File: src/hdl/nnfs_pkg.sv
// Shared types, widths and defaults of the nearest-neighbor frame scaler.
package nnfs_pkg;

  localparam int SRC_W_BITS    = 10;
  localparam int SRC_H_BITS    = 9;
  localparam int DIM_BITS      = 12;
  localparam int OFFSET_BITS   = 23;
  localparam int FS_BITS       = SRC_W_BITS + SRC_H_BITS;
  localparam int IN_PIX_BITS   = 8;
  localparam int CFG_IDX_BITS  = 3;
  localparam int CFG_DATA_BITS = 12;
  localparam int NUM_CFG       = 5;

  localparam int STORE_DEPTH_DEF  = 131072;
  localparam int MAX_DEST_DIM_DEF = 2048;
  localparam int PIXEL_BITS_DEF   = 8;

  localparam logic [SRC_W_BITS-1:0] SRC_W_RST = SRC_W_BITS'(320);
  localparam logic [SRC_H_BITS-1:0] SRC_H_RST = SRC_H_BITS'(200);
  localparam logic [DIM_BITS-1:0]   DST_W_RST = DIM_BITS'(640);
  localparam logic [DIM_BITS-1:0]   DST_H_RST = DIM_BITS'(400);
  localparam logic [DIM_BITS-1:0]   PITCH_RST = DIM_BITS'(640);

  typedef enum logic [CFG_IDX_BITS-1:0] {
    CFG_SRC_WIDTH  = 3'd0,
    CFG_SRC_HEIGHT = 3'd1,
    CFG_DST_WIDTH  = 3'd2,
    CFG_DST_HEIGHT = 3'd3,
    CFG_ROW_PITCH  = 3'd4
  } cfg_reg_t;

  typedef enum logic [1:0] {
    ST_START,
    ST_DIV,
    ST_MUL,
    ST_RUN
  } state_t;

endpackage

File: src/hdl/nnfs_div.sv
// Restoring divider, one quotient bit per cycle.
module nnfs_div #(
  parameter int N_BITS = nnfs_pkg::SRC_W_BITS,
  parameter int D_BITS = nnfs_pkg::DIM_BITS
) (
  input  logic              clk,
  input  logic              rst_n,
  input  logic              start,
  input  logic [N_BITS-1:0] dividend,
  input  logic [D_BITS-1:0] divisor,
  output logic [N_BITS-1:0] quotient,
  output logic [D_BITS-1:0] remainder,
  output logic              done
);

  localparam int CNT_W = $clog2(N_BITS + 1);

  logic [N_BITS-1:0] q_r;
  logic [D_BITS-1:0] rem_r;
  logic [CNT_W-1:0]  cnt_r;
  logic              busy_r;
  logic              done_r;
  logic [D_BITS:0]   trial;
  logic [D_BITS:0]   diff;
  logic              ge;
  logic [D_BITS-1:0] rem_nxt;

  always_comb begin
    trial   = {rem_r, q_r[N_BITS-1]};
    diff    = trial - {1'b0, divisor};
    ge      = trial >= {1'b0, divisor};
    rem_nxt = ge ? diff[D_BITS-1:0] : trial[D_BITS-1:0];
  end

  always_ff @(posedge clk) begin
    if (!rst_n) begin
      busy_r <= 1'b0;
      done_r <= 1'b0;
      cnt_r  <= '0;
    end else if (start) begin
      q_r    <= dividend;
      rem_r  <= '0;
      cnt_r  <= '0;
      busy_r <= 1'b1;
      done_r <= 1'b0;
    end else if (busy_r) begin
      // shift in one quotient bit
      q_r   <= {q_r[N_BITS-2:0], ge};
      rem_r <= rem_nxt;
      cnt_r <= cnt_r + CNT_W'(1);
      if (cnt_r == CNT_W'(N_BITS - 1)) begin
        busy_r <= 1'b0;
        done_r <= 1'b1;
      end
    end else begin
      done_r <= 1'b0;
    end
  end

  assign quotient  = q_r;
  assign remainder = rem_r;
  assign done      = done_r;

endmodule

File: config.mk
export PLATFORM = sky130hd
export DESIGN_NAME = nnfs_div
export DESIGN_NICKNAME = d
export VERILOG_FILES = /design/src/hdl/nnfs_pkg.sv /design/src/hdl/nnfs_div.sv
export SDC_FILE = /design/constraint.sdc
export NUM_CORES = 1
export LEC_CHECK = 0
export BUFFER_PORTS_ARGS = -buffer_cell sky130_fd_sc_hd__buf_2
export CAP_MARGIN = 5
export CORE_UTILIZATION = 51
export CTS_CLUSTER_DIAMETER = 120
export DETAILED_ROUTE_END_ITERATION = 10
export PLACE_DENSITY = 0.74
export REMOVE_ABC_BUFFERS = 1
export SKIP_CTS_REPAIR_TIMING = 1
export SYNTH_ARGS = -nofsm -noshare
export SYNTH_HDL_FRONTEND = slang
export SYNTH_SLANG_ARGS = --single-unit
File: constraint.sdc
create_clock -name clk -period 5.6 [get_ports clk]
set_input_delay 1.12 -clock clk [delete_from_list [all_inputs] [get_ports clk]]
set_output_delay 1.12 -clock clk [all_outputs]
set_load 0.01 [all_outputs]
# --- After elaboration in Yosys (flattened, before gate mapping) ---
# Index checks and enable logic that the tools add are counted.
totals:
  mem_bits_ro: 0
  out_inout_bits: 23
  mem_bits_rw: 0
  mem_count: 0
  latch_bits: 0
  in_bits: 25
  ff_bits: 28
  wordCells: 22
classes:
  addsub: 2
  shifts: 0
  n_mul: 0
  eq_ne: 1
  muxes: 7
  n_bitwise: 2
  reduce_logical: 4
  div: 0
  n_lt_le_gt_ge: 1
ops:
  columns: ["operator", "n"]
  rows:
  - ["$mux 12", 2]
  - ["$mux 10", 2]
  - ["$ge 13x12->1", 1]
  - ["$sub 12x12->12", 1]
  - ["$add 4x1->4 const B", 1]
  - ["$eq 4x4->1 const B", 1]
  - ["$mux 1", 3]
  - ["$reduce_or 3->1", 1]
  - ["$not 1->1", 2]
  - ["$reduce_and 2->1", 1]
  - ["$reduce_bool 2->1", 1]
  - ["$reduce_or 2->1", 1]

# --- Logic depth before layout (Yosys ltp) ---
logic_depth:
  depth_word: 4
  mapped_depth: 11
  mapped_depth_nobuf: 10

# --- Worst setup path before layout ---
# OpenSTA, ideal clock, no wires.
synth_path:
  kind: "input -> register"
  from: "input divisor[1]"
  to: "register rem_r[11], in the netlist remainder[11] (data pin)"
  setup_time_ps: 266
  t_arrival_ps: 2701
  n_path_buf: 2
  setup_slack_ps: 2633
  path_stages: 11
  path_cell_list: "inv_1 -> ha_1 -> nor2b_4 -> o2111ai_2 -> a31oi_2 -> nor3_1 -> o21a_1 -> buf_6 -> buf_8 -> mux2i_1 -> nor2_1"
synth_between:
  elab_chain_cells: 3
  elab_cells_between_ends: 4
synth_rtl:
  columns: ["element", "line", "rtl"]
  rows:
  - ["start, declared", "nnfs_div.sv:10", "input logic [D_BITS-1:0] divisor,"]
  - ["$sub 12x12->12 or $ge 13x12->1 (tied branches)", "nnfs_div.sv:30, nnfs_div.sv:31", null]
  - ["$mux 12 *", "nnfs_div.sv:32", "rem_nxt = ge ? diff[D_BITS-1:0] : trial[D_BITS-1:0];"]
  - ["$mux 12 *", "nnfs_div.sv:46", "end else if (busy_r) begin"]
  - ["end signal, assigned", "nnfs_div.sv:49", "rem_r <= rem_nxt;"]
  - ["end, declared", "nnfs_div.sv:19", "logic [D_BITS-1:0] rem_r;"]
# Mark *: on every way between the ends. The rest lies on a longest branch, timed or not. The select of a mux whose other input is x is not followed.
# A chain may end at the register's enable or synchronous reset.

# --- Final worst setup path ---
layout_path:
  from: "input divisor[1]"
  to: "register rem_r[9], in the netlist remainder[9] (data pin)"
# The elaborated chain is that of the path after synthesis.

==> summary.txt <==
status = complete, no violations
fillcell total = 297
clock sink count = 28
port bufs = 47
worst slew pin tran = 0.994 ns
Syn. warnings = 0
XOR/XNOR share of the synthesized area = 4.70%
crit end category = flip-flop
Max FO, Critical Path = 16
leakage power = 0.000963 uW
Cells after DPL = 268
Netlist cell types = 40
Synth Register Bits = 28
Clk Latency, worst-skew pair = 0.33 ns
instance count on the critical path = 10
Ports = 48
Via Count = 1423
M1 GR Usage = 22.9%
final hold vios = 0
crit start category = primary input
Min-Delay Path Class = reg -> reg
RSZ-0062 raised after global routing = no
Period Utilization, post-route = 56.7%
Post-Syn Instances = 180
setup_tns = 0 ns
post-DP HPWL = 2510 um
initial antenna violation count = 0
routed wirelength normalized by instance count = 12.2 um
final slew viol count = 0
n_diodes = 0
Final ANT Viol Nets = 0
synth top area cells = edfxtp_1 35%, ha_1 9.4%, dfxtp_1 6.5%
MaxCap Viol Count = 0
Avg Vias per Cell = 5.23
busiest layer in global routing = met2
reg2reg start = remainder[0]
CP Buf/Inv Count = 2
die height = 62.4 um
Die Span X = 62.4 um
Top Family by Delay on Critical Path = compound AO/OA/AOI/OAI gates
Synth Area in Simple Gates = 13.4%
DR DRC count = 0
largest family of logic cells by synthesized area = simple AND/OR/NAND/NOR gates
H-Tree Depth = 1
Final nets = 267
final cell count without fillers = 272
vias in the first global route = 1352
Adder-Cell Fraction of Synth Area = 10.5%
crit path time final = 3.18 ns
core area = 0.00342 mm2
Crit Reg-Reg Endpoint = remainder[9]
gr usage total = 18.4%
DRT Pass-1 Iters = 4
layout cells sized above 1 = 29.6%
row cnt = 21
CTS tree = built
CP Cell Sequence = buf_2, inv_1, ha_1, nor2b_4, o2111ai_2, a31oi_2, nor3_1, o21a_1, mux2i_1, nor2_1
FMAX = 315 MHz
Setup CP Type = in -> reg
post-layout util = 63.4%
Synth Area in Compound Gates = 13.0%
cells on worst reg2reg path = 8
DR iter-0 viols = 35
total global routing overflow = 0
GR Util met3 = 4.38%
clock buffer count from CTS = 3
largest net degree at the start of global routing = 24
first-pass GRT wire length = 5780 um
Largest stage delay, worst path = 0.68 ns
post-placement setup slack = 2.02 ns
Final Skew = 0.00845 ns
met2 Track Usage GR = 31.8%
Root Driver = clkbuf_4
largest area contributor in the netlist = edfxtp_1
DIE AREA = 0.00390 mm2
clk buf depth = 2
Crit-path slowest cell = o21a_1
final setup violation count = 0
Mapped Area = 0.00186 mm2
Seq. cell area = 781 um2
critical path arrival = 3.27 ns
final worst slack = 2.42 ns
register area share after synthesis = 41.9%
Peak VDD IR = 0.000156 V
Area Growth Syn to Fin = 16.3%
synthesized area per cell = 10.3 um2
routability congestion estimate = 0.793
end of the critical path = remainder[9]
Slew headroom = 33.7%
share of the synthesized area in the top cell type = 35.5%
r2r setup slk = 2.89 ns
CP Launch Point = divisor[1]
clock transition at the registers of the reported paths = 0.15 ns
wirelength, routed = 3320 um
P per Cell Area = 254 mW/mm2
area of the multi-input gates = 976 um2
starting density of the core = 54.5%
Worst Path Required = 5.70 ns
multiplexer share of the synthesized area = 10.8%
power breakdown:
part	internal, uW	leakage, uW	total, uW	switching [uW]
clock	54.6	0.0000261	115	60.2
combinational	82.9	0.000675	178	95.6
sequential	246	0.000261	256	10.1
Yosys cell counts:
master     count
a221oi_1       1
o2111ai_2      1
a31oi_1        2
inv_1         18
nand4_1        2
a21o_1         1
a21oi_1        8
nand2b_1       1
or2_1          1
o21ai_1        1
nor3_1         5
a31o_1         1
xnor2_1        8
fa_1           1
buf_6          1
edfxtp_1      22
mux2_2         9
a211oi_2       2
ha_1          14
o21bai_1       1
a21oi_2        2
o21ai_0        2
o2111a_1       1
nand2_1        8
a31oi_2        1
xor2_1         2
nand3_1        5
or3_1          1
buf_8          1
a211oi_1       2
buf_1          1
o21a_1         4
nor2b_4        1
nor2b_1        6
mux2i_1       10
o31a_1         1
clkbuf_1       2
dfxtp_1        6
nor2_1        23
a21boi_0       1
per-layer routing:
| layer | part of all wire, % | routed length (um) |
|---|---|---|
| met1 | 44 | 1470 |
| met2 | 50 | 1680 |
| met3 | 4.3 | 144 |
| met4 | 0.87 | 29 |
| met5 | 0 | 0 |
registers in the layout, summed over array words and instances (netlist names):
register	cells
busy_r	1
cnt_r	4
done	1
quotient	10
remainder	12
layout make-up:
class / count / area share, %
inverter: 18 / 3.12
tap: 46 / 2.66
multi-input combinational: 129 / 45.1
sequential: 28 / 36.1
clock buffer: 4 / 2.20
timing repair buffer: 47 / 10.9
tightest hold or removal path: stages, from the launching register on:
cell and delay (ns):
dfxtp_1 0.37, nor2_1 0.09, a211oi_1 0.04
cell families (layout without fill, tap and decap cells):
group	after synthesis	count (layout)
adders and majority gates	15	15
and+or+nand+nor	53	53
DFF	28	28
AOI/OAI and AO/OA	32	32
buffers and inverters	23	69
xor gates and xnor gates	10	10
muxes	19	19
layout by cell type, fill, tap and decap left out, types with 3 or more instances in the layout:
master    instances
nand2_1           8
xnor2_1           8
a21oi_1           8
clkbuf_4          3
mux2_2            9
edfxtp_1         22
nor2b_1           6
mux2i_1          10
ha_1             14
nor3_1            5
dfxtp_1           6
o21a_1            4
inv_1            18
nand3_1           5
buf_2            47
nor2_1           23
through the flow:
step / hold WS (ns) / power [uW] / area, um2
floorplan: 0.479 / 392 / 1820
global placement: 0.495 / 437 / 2120
detailed placement: 0.504 / 440 / 2120
CTS: 0.533 / 554 / 2160
global route: 0.550 / 583 / 2160
finish: 0.528 / 549 / 2160
worst min-delay path by stage:
stage / start / to / slack (ns) / cells past startpoint
3_5_place_dp: cnt_r[3] / cnt_r[3] / 0.50 / 2
3_3_place_gp: cnt_r[3] / cnt_r[3] / 0.50 / 2
2_1_floorplan: cnt_r[3] / cnt_r[3] / 0.48 / 2
5_1_grt: cnt_r[1] / cnt_r[1] / 0.55 / 2
6_report: cnt_r[1] / cnt_r[1] / 0.53 / 2
4_1_cts: cnt_r[1] / cnt_r[1] / 0.53 / 2
No activity file was read; power rests on OpenSTA's default activity.
